**config.mk**
```make
export PLATFORM = sky130hd
export DESIGN_NAME = doorbell_pulse_frame_decoder_unit
export DESIGN_NICKNAME = d
export VERILOG_FILES = /design/src/dpfd_pkg.sv /design/src/dpfd_front.sv /design/src/dpfd_fifo.sv /design/src/dpfd_back.sv /design/src/doorbell_pulse_frame_decoder_unit.sv
export SDC_FILE = /design/constraint.sdc
export NUM_CORES = 1
export LEC_CHECK = 0
export BUFFER_PORTS_ARGS = -buffer_cell sky130_fd_sc_hd__buf_4
export CORE_MARGIN = 3
export CORE_UTILIZATION = 60
export CTS_CLUSTER_SIZE = 25
export DETAILED_ROUTE_END_ITERATION = 16
export PLACE_DENSITY = 0.81
export SETUP_SLACK_MARGIN = 0.3
export SYNTH_ARGS = -nofsm -noshare
export SYNTH_HDL_FRONTEND = slang
export SYNTH_SLANG_ARGS = --single-unit
```
**constraint.sdc**
```tcl
create_clock -name i_clk -period 8.7 [get_ports i_clk]
set_input_delay 1.74 -clock i_clk [delete_from_list [all_inputs] [get_ports i_clk]]
set_output_delay 1.74 -clock i_clk [all_outputs]
set_load 0.01 [all_outputs]
```
**src/dpfd_pkg.sv**
```systemverilog
// Doorbell pulse frame decoder: shared types and constants.
// No dependencies; imported by every module of the block.
`default_nettype none

package dpfd_pkg;

    // Field widths
    localparam int TICKS_W  = 16;
    localparam int SCALE_W  = 8;
    localparam int US_W     = 16;
    localparam int SCALED_W = TICKS_W + SCALE_W;
    localparam int INDEX_W  = 7;
    localparam int WORD_W   = 32;
    localparam int STATUS_W = 3;
    localparam int ID_W     = 16;
    localparam int CHIME_W  = 2;
    localparam int SEQ_W    = 8;

    // Configuration port
    localparam int CFG_ADDR_W = 4;
    localparam int CFG_DATA_W = 32;
    localparam int REG_IDX_W  = 2;

    typedef enum logic [REG_IDX_W-1:0] {
        REG_PULSE_SCALE   = 2'd0,
        REG_BIT_THRESHOLD = 2'd1,
        REG_MAX_PULSE     = 2'd2
    } t_reg_idx;

    localparam logic [SCALE_W-1:0] RESET_PULSE_SCALE   = 8'd30;
    localparam logic [US_W-1:0]    RESET_BIT_THRESHOLD = 16'd400;
    localparam logic [US_W-1:0]    RESET_MAX_PULSE     = 16'd1200;

    // Frame layout
    localparam logic [INDEX_W-1:0] FRAME_PULSES    = 7'd66;
    localparam logic [INDEX_W-1:0] LAST_DATA_PULSE = 7'd63;
    localparam logic [INDEX_W-1:0] INDEX_MAX       = 7'd127;

    // Chime byte codes
    localparam logic [7:0] CHIME_BYTE_ONE   = 8'hE0;
    localparam logic [7:0] CHIME_BYTE_TWO   = 8'h1C;
    localparam logic [7:0] CHIME_BYTE_THREE = 8'h03;

    localparam logic [CHIME_W-1:0] CHIME_NONE  = 2'd0;
    localparam logic [CHIME_W-1:0] CHIME_ONE   = 2'd1;
    localparam logic [CHIME_W-1:0] CHIME_TWO   = 2'd2;
    localparam logic [CHIME_W-1:0] CHIME_THREE = 2'd3;

    // Report status codes
    typedef enum logic [STATUS_W-1:0] {
        STATUS_OK        = 3'd0,
        STATUS_BAD_COUNT = 3'd1,
        STATUS_TOO_LONG  = 3'd2,
        STATUS_REPEAT    = 3'd3,
        STATUS_MIDDLE    = 3'd4,
        STATUS_BAD_CHIME = 3'd5
    } t_status;

    // One classified pulse, passed from front to back
    typedef struct packed {
        logic is_data;
        logic bit_one;
        logic too_long;
        logic last;
        logic repeat_seen;
        logic count_ok;
    } t_pulse_cls;

endpackage

`default_nettype wire

```
**src/dpfd_front.sv**
```systemverilog
// Front end: accepts pulse beats, scales and classifies them, tracks pulse number.
// Depends on dpfd_pkg.
`default_nettype none

module dpfd_front (
    input  wire logic                         i_clk,
    input  wire logic                         i_rst_n,
    input  wire logic [dpfd_pkg::TICKS_W-1:0] i_pulse_ticks,
    input  wire logic                         i_last_pulse,
    input  wire logic                         i_repeat_seen,
    input  wire logic                         i_accept,
    input  wire logic [dpfd_pkg::SCALE_W-1:0] i_pulse_scale,
    input  wire logic [dpfd_pkg::US_W-1:0]    i_bit_threshold,
    input  wire logic [dpfd_pkg::US_W-1:0]    i_max_pulse,
    output dpfd_pkg::t_pulse_cls              o_cls
);
    import dpfd_pkg::*;

    logic [INDEX_W-1:0]  r_pulse_index;
    logic [INDEX_W-1:0]  n_pulse_index;
    logic [INDEX_W-1:0]  pulse_num;
    logic [SCALED_W-1:0] scaled;
    logic                above_thr;
    logic                above_max;

    // Pulse number of this beat, saturating
    assign pulse_num = (r_pulse_index == INDEX_MAX) ? INDEX_MAX
                                                    : r_pulse_index + 7'd1;

    // Scale and compare against thresholds
    assign scaled    = SCALED_W'(i_pulse_ticks) * SCALED_W'(i_pulse_scale);
    assign above_thr = scaled > SCALED_W'(i_bit_threshold);
    assign above_max = scaled > SCALED_W'(i_max_pulse);

    always_comb begin
        o_cls.is_data     = pulse_num[0] && (pulse_num <= LAST_DATA_PULSE);
        o_cls.bit_one     = above_thr;
        o_cls.too_long    = above_thr && above_max;
        o_cls.last        = i_last_pulse;
        o_cls.repeat_seen = i_repeat_seen;
        o_cls.count_ok    = (pulse_num == FRAME_PULSES);
    end

    // Pulse counter restarts after the last pulse of a capture
    always_comb begin
        n_pulse_index = r_pulse_index;
        if (i_accept) begin
            n_pulse_index = i_last_pulse ? '0 : pulse_num;
        end
    end

    always_ff @(posedge i_clk) begin
        if (!i_rst_n) begin
            r_pulse_index <= '0;
        end else begin
            r_pulse_index <= n_pulse_index;
        end
    end

endmodule

`default_nettype wire

```
**src/dpfd_fifo.sv**
```systemverilog
// Short queue of classified pulses between front and back.
// Depends on dpfd_pkg for the entry type.
`default_nettype none

module dpfd_fifo #(
    parameter int DEPTH = 4
) (
    input  wire logic          i_clk,
    input  wire logic          i_rst_n,
    input  wire logic          i_push,
    input  wire dpfd_pkg::t_pulse_cls i_data,
    input  wire logic          i_pop,
    output dpfd_pkg::t_pulse_cls o_data,
    output logic               o_full,
    output logic               o_empty
);
    import dpfd_pkg::*;

    localparam int AW = (DEPTH > 1) ? $clog2(DEPTH) : 1;
    localparam int CW = $clog2(DEPTH + 1);
    localparam logic [AW-1:0] PTR_LAST = AW'(DEPTH - 1);
    localparam logic [CW-1:0] CNT_FULL = CW'(DEPTH);

    t_pulse_cls    r_mem [DEPTH];
    logic [AW-1:0] r_wr_ptr;
    logic [AW-1:0] r_rd_ptr;
    logic [CW-1:0] r_count;
    logic [AW-1:0] n_wr_ptr;
    logic [AW-1:0] n_rd_ptr;
    logic [CW-1:0] n_count;

    assign o_full  = (r_count == CNT_FULL);
    assign o_empty = (r_count == '0);
    assign o_data  = r_mem[r_rd_ptr];

    // Pointer and fill count updates
    always_comb begin
        n_wr_ptr = r_wr_ptr;
        n_rd_ptr = r_rd_ptr;
        n_count  = r_count;
        if (i_push) begin
            n_wr_ptr = (r_wr_ptr == PTR_LAST) ? '0 : r_wr_ptr + AW'(1);
        end
        if (i_pop) begin
            n_rd_ptr = (r_rd_ptr == PTR_LAST) ? '0 : r_rd_ptr + AW'(1);
        end
        if (i_push && !i_pop) begin
            n_count = r_count + CW'(1);
        end else if (!i_push && i_pop) begin
            n_count = r_count - CW'(1);
        end
    end

    always_ff @(posedge i_clk) begin
        if (!i_rst_n) begin
            r_wr_ptr <= '0;
            r_rd_ptr <= '0;
            r_count  <= '0;
        end else begin
            r_wr_ptr <= n_wr_ptr;
            r_rd_ptr <= n_rd_ptr;
            r_count  <= n_count;
        end
    end

    // Entry storage
    always_ff @(posedge i_clk) begin
        if (i_push) begin
            r_mem[r_wr_ptr] <= i_data;
        end
    end

endmodule

`default_nettype wire

```
**src/dpfd_back.sv**
```systemverilog
// Back end: shifts decoded bits, checks the frame at its last pulse, holds the report.
// Depends on dpfd_pkg.
`default_nettype none

module dpfd_back (
    input  wire logic                          i_clk,
    input  wire logic                          i_rst_n,
    input  wire logic                          i_cls_valid,
    input  wire dpfd_pkg::t_pulse_cls          i_cls,
    output logic                               o_cls_pop,
    output logic                               o_out_valid,
    input  wire logic                          i_out_ready,
    output logic [dpfd_pkg::STATUS_W-1:0]      o_status,
    output logic [dpfd_pkg::ID_W-1:0]          o_device_id,
    output logic [dpfd_pkg::CHIME_W-1:0]       o_chime,
    output logic [dpfd_pkg::SEQ_W-1:0]         o_report_seq
);
    import dpfd_pkg::*;

    logic [WORD_W-1:0]   r_bit_shift;
    logic                r_too_long;
    logic [SEQ_W-1:0]    r_seq;
    logic                r_out_valid;
    logic [STATUS_W-1:0] r_status;
    logic [ID_W-1:0]     r_device_id;
    logic [CHIME_W-1:0]  r_chime;
    logic [SEQ_W-1:0]    r_report_seq;

    logic [WORD_W-1:0]   word;
    logic                too_long_any;
    logic [7:0]          chime_byte;
    logic [CHIME_W-1:0]  chime_code;
    t_status             status;
    logic                out_free;
    logic                report;

    // Output register frees when empty or taken this cycle
    assign out_free  = !r_out_valid || i_out_ready;
    assign o_cls_pop = i_cls_valid && (!i_cls.last || out_free);
    assign report    = o_cls_pop && i_cls.last;

    // Word and flags including this beat
    assign word         = i_cls.is_data ? {r_bit_shift[WORD_W-2:0], i_cls.bit_one}
                                        : r_bit_shift;
    assign too_long_any = r_too_long || (i_cls.is_data && i_cls.too_long);
    assign chime_byte   = word[7:0];

    // Chime byte lookup
    always_comb begin
        case (chime_byte)
            CHIME_BYTE_ONE:   chime_code = CHIME_ONE;
            CHIME_BYTE_TWO:   chime_code = CHIME_TWO;
            CHIME_BYTE_THREE: chime_code = CHIME_THREE;
            default:          chime_code = CHIME_NONE;
        endcase
    end

    // Frame checks in priority order
    always_comb begin
        if (!i_cls.count_ok) begin
            status = STATUS_BAD_COUNT;
        end else if (too_long_any) begin
            status = STATUS_TOO_LONG;
        end else if (i_cls.repeat_seen) begin
            status = STATUS_REPEAT;
        end else if (word[15:8] != 8'h00) begin
            status = STATUS_MIDDLE;
        end else if (chime_code == CHIME_NONE) begin
            status = STATUS_BAD_CHIME;
        end else begin
            status = STATUS_OK;
        end
    end

    // Capture state and sequence counter
    always_ff @(posedge i_clk) begin
        if (!i_rst_n) begin
            r_bit_shift <= '0;
            r_too_long  <= 1'b0;
            r_seq       <= '0;
        end else if (o_cls_pop) begin
            if (i_cls.last) begin
                r_bit_shift <= '0;
                r_too_long  <= 1'b0;
                if (status == STATUS_OK) begin
                    r_seq <= r_seq + SEQ_W'(1);
                end
            end else begin
                r_bit_shift <= word;
                r_too_long  <= too_long_any;
            end
        end
    end

    // Report output register
    always_ff @(posedge i_clk) begin
        if (!i_rst_n) begin
            r_out_valid <= 1'b0;
        end else if (report) begin
            r_out_valid <= 1'b1;
        end else if (i_out_ready) begin
            r_out_valid <= 1'b0;
        end
    end

    always_ff @(posedge i_clk) begin
        if (report) begin
            r_status <= status;
            if (status == STATUS_OK) begin
                r_device_id  <= word[WORD_W-1:WORD_W-ID_W];
                r_chime      <= chime_code;
                r_report_seq <= r_seq;
            end else begin
                r_device_id  <= '0;
                r_chime      <= CHIME_NONE;
                r_report_seq <= '0;
            end
        end
    end

    assign o_out_valid  = r_out_valid;
    assign o_status     = r_status;
    assign o_device_id  = r_device_id;
    assign o_chime      = r_chime;
    assign o_report_seq = r_report_seq;

endmodule

`default_nettype wire

```
**src/doorbell_pulse_frame_decoder_unit.sv**
```systemverilog
// Doorbell pulse frame decoder, top level.
// Report path: the last pulse beat of a frame passes through the pulse queue, then its
// report is registered in the output register once that register is free.
// Throughput: one pulse beat per cycle; the front is held only when the pulse queue
// is full, which happens while a finished report waits in the output register.
// Reset (synchronous, active low) restores register defaults and clears control state.
`default_nettype none

module doorbell_pulse_frame_decoder_unit #(
    parameter int QUEUE_DEPTH = 4
) (
    input  wire logic                            i_clk,
    input  wire logic                            i_rst_n,
    // Configuration port
    input  wire logic                            psel,
    input  wire logic                            penable,
    input  wire logic                            pwrite,
    input  wire logic [dpfd_pkg::CFG_ADDR_W-1:0] paddr,
    input  wire logic [dpfd_pkg::CFG_DATA_W-1:0] pwdata,
    output logic [dpfd_pkg::CFG_DATA_W-1:0]      prdata,
    output logic                                 pready,
    // Pulse input
    input  wire logic                            i_in_valid,
    output logic                                 o_in_ready,
    input  wire logic [dpfd_pkg::TICKS_W-1:0]    i_pulse_ticks,
    input  wire logic                            i_last_pulse,
    input  wire logic                            i_repeat_seen,
    // Report output
    output logic                                 o_out_valid,
    input  wire logic                            i_out_ready,
    output logic [dpfd_pkg::STATUS_W-1:0]        o_status,
    output logic [dpfd_pkg::ID_W-1:0]            o_device_id,
    output logic [dpfd_pkg::CHIME_W-1:0]         o_chime,
    output logic [dpfd_pkg::SEQ_W-1:0]           o_report_seq
);
    import dpfd_pkg::*;

    logic [SCALE_W-1:0]   r_pulse_scale;
    logic [US_W-1:0]      r_bit_threshold;
    logic [US_W-1:0]      r_max_pulse;
    logic [REG_IDX_W-1:0] reg_idx;
    logic                 cfg_write;

    t_pulse_cls           front_cls;
    t_pulse_cls           queue_cls;
    logic                 in_accept;
    logic                 queue_full;
    logic                 queue_empty;
    logic                 queue_pop;

    // Configuration registers
    assign pready    = 1'b1;
    assign reg_idx   = paddr[CFG_ADDR_W-1:2];
    assign cfg_write = psel && penable && pwrite && pready;

    always_ff @(posedge i_clk) begin
        if (!i_rst_n) begin
            r_pulse_scale   <= RESET_PULSE_SCALE;
            r_bit_threshold <= RESET_BIT_THRESHOLD;
            r_max_pulse     <= RESET_MAX_PULSE;
        end else if (cfg_write) begin
            case (reg_idx)
                REG_PULSE_SCALE:   r_pulse_scale   <= pwdata[SCALE_W-1:0];
                REG_BIT_THRESHOLD: r_bit_threshold <= pwdata[US_W-1:0];
                REG_MAX_PULSE:     r_max_pulse     <= pwdata[US_W-1:0];
                default: ;
            endcase
        end
    end

    // Register readback
    always_comb begin
        case (reg_idx)
            REG_PULSE_SCALE:   prdata = CFG_DATA_W'(r_pulse_scale);
            REG_BIT_THRESHOLD: prdata = CFG_DATA_W'(r_bit_threshold);
            REG_MAX_PULSE:     prdata = CFG_DATA_W'(r_max_pulse);
            default:           prdata = '0;
        endcase
    end

    // Front: classify each accepted beat
    assign o_in_ready = !queue_full;
    assign in_accept  = i_in_valid && o_in_ready;

    dpfd_front u_front (
        .i_clk           (i_clk),
        .i_rst_n         (i_rst_n),
        .i_pulse_ticks   (i_pulse_ticks),
        .i_last_pulse    (i_last_pulse),
        .i_repeat_seen   (i_repeat_seen),
        .i_accept        (in_accept),
        .i_pulse_scale   (r_pulse_scale),
        .i_bit_threshold (r_bit_threshold),
        .i_max_pulse     (r_max_pulse),
        .o_cls           (front_cls)
    );

    // Queue between front and back
    dpfd_fifo #(
        .DEPTH (QUEUE_DEPTH)
    ) u_fifo (
        .i_clk   (i_clk),
        .i_rst_n (i_rst_n),
        .i_push  (in_accept),
        .i_data  (front_cls),
        .i_pop   (queue_pop),
        .o_data  (queue_cls),
        .o_full  (queue_full),
        .o_empty (queue_empty)
    );

    // Back: frame assembly and report
    dpfd_back u_back (
        .i_clk        (i_clk),
        .i_rst_n      (i_rst_n),
        .i_cls_valid  (!queue_empty),
        .i_cls        (queue_cls),
        .o_cls_pop    (queue_pop),
        .o_out_valid  (o_out_valid),
        .i_out_ready  (i_out_ready),
        .o_status     (o_status),
        .o_device_id  (o_device_id),
        .o_chime      (o_chime),
        .o_report_seq (o_report_seq)
    );

endmodule

`default_nettype wire
```
==> flow_summary.html <==
<table>
<tr><th>Metric</th><th>Value</th></tr>
<tr><th colspan="2">Worst setup path</th></tr>
<tr><td>Crit start category</td><td>primary input</td></tr>
<tr><td>Slowest stage delay, CP</td><td>0.57 ns</td></tr>
<tr><td>Worst R2R Path Depth</td><td>19</td></tr>
<tr><td>Critical register-to-register path endpoint</td><td>u_fifo.r_mem[1][4]</td></tr>
<tr><td>Family of cells with the greatest summed delay on the critical path</td><td>adder cells</td></tr>
<tr><td>Setup slack on the worst flop-to-flop path</td><td>between 2 and 2.5 ns</td></tr>
<tr><td>Series of cell instances along the critical path</td><td>buf_4 -&gt; and2_1 -&gt; fa_1 -&gt; fa_1 -&gt; fa_1 -&gt; inv_1 -&gt; fa_1 -&gt; inv_1 -&gt; ha_1 -&gt; a2111oi_0 -&gt; nor3_1 -&gt; a21oi_1 -&gt; xnor2_1 -&gt; ha_1 -&gt; nand4_1 -&gt; nor2_1 -&gt; and4_1 -&gt; o2bb2ai_1 -&gt; a41oi_1 -&gt; or3_1</td></tr>
<tr><td>Arrival time of the worst setup path</td><td>7.44 ns</td></tr>
<tr><td>Worst path slowest cell</td><td>sky130_fd_sc_hd__fa_1</td></tr>
<tr><td>Launch point of the worst reg-to-reg path</td><td>r_pulse_scale[7]</td></tr>
<tr><td>Max Fanout on Critical Path</td><td>8</td></tr>
<tr><td>Buf+Inv Stages, Crit Path</td><td>3</td></tr>
<tr><td>Cell mode on critical path</td><td>sky130_fd_sc_hd__fa_1</td></tr>
<tr><td>Critical Path End Type</td><td>flip-flop</td></tr>
<tr><td>CP Data Required Time</td><td>8.83 ns</td></tr>
<tr><td>Type of the worst setup path</td><td>in2reg</td></tr>
<tr><th colspan="2">Route</th></tr>
<tr><td>Drt wl/cell</td><td>~16 um</td></tr>
<tr><td>Number of design rule violations left after detail routing</td><td>0</td></tr>
<tr><td>Routed via count divided by cell count</td><td>5.72</td></tr>
<tr><td>Detailed-routing iteration count for the pre-antenna-repair pass</td><td>5</td></tr>
<tr><td>Final wirelength</td><td>25.0 mm</td></tr>
<tr><td>Iteration-0 DRC count of the detailed router</td><td>642</td></tr>
<tr><td>Antenna viol nets, final</td><td>0</td></tr>
<tr><td>Number of vias after detailed routing</td><td>between 8000 and 9000</td></tr>
<tr><th colspan="2">Place</th></tr>
<tr><td>Area of placed instances</td><td>roughly 0.012 sq mm</td></tr>
<tr><td>Port buffer count</td><td>between 80 and 90</td></tr>
<tr><td>GPL Wtd Cong</td><td>just over 0.9</td></tr>
<tr><td>DPL Wire Length</td><td>approximately 19 mm</td></tr>
<tr><td>Minimum setup slack after placement</td><td>roughly 1.1 ns</td></tr>
<tr><td>Number of instances in the placed design</td><td>1517</td></tr>
<tr><th colspan="2">Clocking</th></tr>
<tr><td>Clk Tree Root Cell</td><td>sky130_fd_sc_hd__clkbuf_16</td></tr>
<tr><td>Clock Pin Slew Worst Setup and Hold Paths</td><td>about 0.060 ns</td></tr>
<tr><td>H-tree depth</td><td>4</td></tr>
<tr><td>Maximum count of clock buffers along a single path</td><td>2</td></tr>
<tr><td>CTS tree</td><td>built</td></tr>
<tr><td>Hold buffer count at cts</td><td>0</td></tr>
<tr><td>CTS-repair resized insts</td><td>0</td></tr>
<tr><td>Skew-Pair Late Insertion Delay</td><td>0.41 ns</td></tr>
<tr><td>Total clock buffers created by CTS</td><td>17</td></tr>
<tr><td>Clock net sink count</td><td>151</td></tr>
<tr><td>Number of setup buffers added after CTS</td><td>0</td></tr>
<tr><th colspan="2">Min path</th></tr>
<tr><td>Hold Path Sink</td><td>r_max_pulse[8]</td></tr>
<tr><td>Min-Delay Path Depth</td><td>2</td></tr>
<tr><td>Worst min path class</td><td>reg2reg</td></tr>
<tr><td>Worst Hold Launch</td><td>r_max_pulse[8]</td></tr>
<tr><th colspan="2">Synthesis</th></tr>
<tr><td>Largest cells by area after synthesis</td><td>sky130_fd_sc_hd__dfxtp_1, sky130_fd_sc_hd__fa_1, sky130_fd_sc_hd__edfxtp_1, sky130_fd_sc_hd__ha_1, sky130_fd_sc_hd__and2_1</td></tr>
<tr><td>Post-synthesis instance area</td><td>about 0.011 sq mm</td></tr>
<tr><td>Top flip-flop cell by instance count after synthesis</td><td>sky130_fd_sc_hd__dfxtp_1</td></tr>
<tr><td>Proportion of register bits with asynchronous set or reset after synthesis</td><td>0</td></tr>
<tr><td>Average size of a mapped cell</td><td>9.18 sq um</td></tr>
<tr><td>Synthesis Warnings</td><td>0</td></tr>
<tr><td>Count of cell types in the netlist</td><td>57</td></tr>
<tr><td>Biggest area consumer among synthesized cells</td><td>sky130_fd_sc_hd__dfxtp_1</td></tr>
<tr><td>Part of the Yosys area used for sequential elements</td><td>0.312</td></tr>
<tr><td>Cell count after synthesis</td><td>1242</td></tr>
<tr><td>Register bit total from synthesis</td><td>151</td></tr>
<tr><td>Post-synth top area share</td><td>0.172</td></tr>
<tr><td>Post-synth EDFFs</td><td>53</td></tr>
<tr><th colspan="2">Timing</th></tr>
<tr><td>Worst relative slew slack</td><td>0.301</td></tr>
<tr><td>Final worst hold slack</td><td>0.474 ns</td></tr>
<tr><td>Final setup slack of the worst path</td><td>roughly 1.4 ns</td></tr>
<tr><td>Unrepaired setup endpoints after global routing</td><td>no</td></tr>
<tr><td>Final-report setup violation count</td><td>0</td></tr>
<tr><td>Minimum period implied by the final worst setup slack</td><td>roughly 7.3 ns</td></tr>
<tr><td>Maximum clock frequency</td><td>roughly 140 MHz</td></tr>
<tr><td>Final period util</td><td>0.840</td></tr>
<tr><td>Slew of the pin with the lowest slew margin</td><td>roughly 1.0 ns</td></tr>
<tr><td>Hold Violations, Final</td><td>0</td></tr>
<tr><td>Post-Route Setup TNS</td><td>0 ns</td></tr>
<tr><td>Final Max Tran Viols</td><td>0</td></tr>
<tr><td>Clock Skew</td><td>0.00889 ns</td></tr>
<tr><th colspan="2">Finish</th></tr>
<tr><td>Commonest non-fill, non-tap cell in the layout</td><td>sky130_fd_sc_hd__inv_1</td></tr>
<tr><td>Layout Area Growth over Synthesis</td><td>11.4%</td></tr>
<tr><td>Number of diodes</td><td>0</td></tr>
<tr><td>Number of nets in the final layout</td><td>1537</td></tr>
<tr><td>Most frequent cells in the layout</td><td>sky130_fd_sc_hd__inv_1, sky130_fd_sc_hd__nand2_1, sky130_fd_sc_hd__and2_1</td></tr>
<tr><td>Layout cell share with drive strength beyond 1</td><td>0.107</td></tr>
<tr><td>Final std cells w/o fill</td><td>approximately 1500</td></tr>
<tr><td>Area of all placed cells without fillers</td><td>between 0.01 and 0.015 sq mm</td></tr>
<tr><th colspan="2">Global routing</th></tr>
<tr><td>Largest net degree at the start of global routing</td><td>60</td></tr>
<tr><td>Via count of the first global-routing pass</td><td>~8600</td></tr>
<tr><td>Aggregate global routing overflow</td><td>0</td></tr>
<tr><td>First-pass GRT wire length</td><td>41.7 mm</td></tr>
<tr><td>Gr usage total</td><td>0.248</td></tr>
<tr><td>Initial antenna violation count</td><td>0</td></tr>
<tr><th colspan="2">Floorplan</th></tr>
<tr><td>Number of cell rows</td><td>a little under 50</td></tr>
<tr><td>Ports</td><td>roughly 130</td></tr>
<tr><td>Starting density of the core</td><td>0.622</td></tr>
<tr><td>Die Y</td><td>about 140 um</td></tr>
<tr><td>Die outline area</td><td>0.0207 sq mm</td></tr>
<tr><td>Width of the die</td><td>roughly 140 um</td></tr>
<tr><td>Placeable core area</td><td>about 0.018 sq mm</td></tr>
<tr><th colspan="2">Run status</th></tr>
<tr><td>Run status</td><td>completed</td></tr>
<tr><th colspan="2">Pwr</th></tr>
<tr><td>Power density of the placed cells</td><td>approximately 250 mW/mm^2</td></tr>
<tr><td>Maximum vdd drop</td><td>between 0.15 and 0.2 mV</td></tr>
<tr><td>Leak Pwr</td><td>approximately 5.6 nW</td></tr>
<tr><th colspan="2">Flow run</th></tr>
<tr><td>Maxcap violations</td><td>0</td></tr>
</table>
[area by class of cell]
cell class,instances,area [sq um]
clock buffer,21,450
clock inverter,11,77.6
fill,1419,5640
inverter,148,556
multi-input combinational,893,7050
sequential,151,3550
tap,229,287
timing repair buffer,96,721
[layer usage]
layer  part of all wire  GRT usage
met1               0.47      0.377
met2               0.46      0.382
met3              0.062     0.0409
met4             0.0079     0.0441
met5                  0          0
[worst max path at each step]
stage                           startpoint                  to  slack [ns]  cells past startpoint
final                     i_pulse_ticks[2]  u_fifo.r_mem[1][4]        1.39                     20
after global routing      i_pulse_ticks[2]  u_fifo.r_mem[0][4]        1.16                     20
after CTS                 i_pulse_ticks[2]  u_fifo.r_mem[1][4]        1.46                     20
after detailed placement  i_pulse_ticks[2]  u_fifo.r_mem[2][4]        1.07                     20
after global placement    i_pulse_ticks[2]  u_fifo.r_mem[3][4]        1.12                     20
after floorplan           i_pulse_ticks[2]  u_fifo.r_mem[0][4]        1.91                     19
[synth_stat cells, drive strengths merged (12+ instances only)]
master	count
a211oi	12
a21o	12
a21oi	72
a22oi	33
and2	119
buf	22
clkbuf	43
dfxtp	98
edfxtp	53
fa	85
ha	84
inv	148
mux2i	29
nand2	127
nand3	14
nand4	15
nor2	92
nor3	18
o21ai	34
xor2	16
[sequential cells by signal, indices dropped and copies added, names as in the netlist, named ones only]
signal                 count
u_back.r_seq               8
u_back.o_status            3
u_back.o_report_seq        8
u_back.r_too_long          1
r_bit_threshold           16
u_back.o_chime             2
u_back.r_bit_shift        32
u_back.o_out_valid         1
u_back.o_device_id        16
u_front.r_pulse_index      7
u_fifo.r_count             3
r_max_pulse               16
u_fifo.r_mem              24
u_fifo.r_wr_ptr            2
r_pulse_scale              8
u_fifo.r_rd_ptr            2
[power breakdown]
group	switching [mW]	internal, mW	total, mW
registers	0.0534	0.840	0.893
logic	0.948	0.654	1.60
clock network	0.283	0.373	0.655
[cells by family (layout without fill, tap and decap cells)]
group,after synthesis,after routing,synth area share
compound gates,215,215,0.122
simple gates,430,430,0.188
fa+ha+maj,169,169,0.241
mux,35,35,0.0380
flops,151,151,0.312
buf+inv,213,276,0.0772
xor+xnor,27,27,0.0207
other cells,2,17,0.000659
[worst min-delay path: stages, from the launching register on]
cell	delay (ns)
sky130_fd_sc_hd__dfxtp_1	0.32
sky130_fd_sc_hd__nand2_1	0.06
sky130_fd_sc_hd__a21oi_1	0.05
[stage by stage]
step | util | total power [mW]
global placement | 0.664 | 2.44
floorplan | - | 2.07
finish | 0.693 | 3.15
global route | 0.693 | 3.40
detailed placement | 0.664 | 2.48
CTS | 0.693 | 3.14
Note: power is estimated with default switching activity, not from simulation.
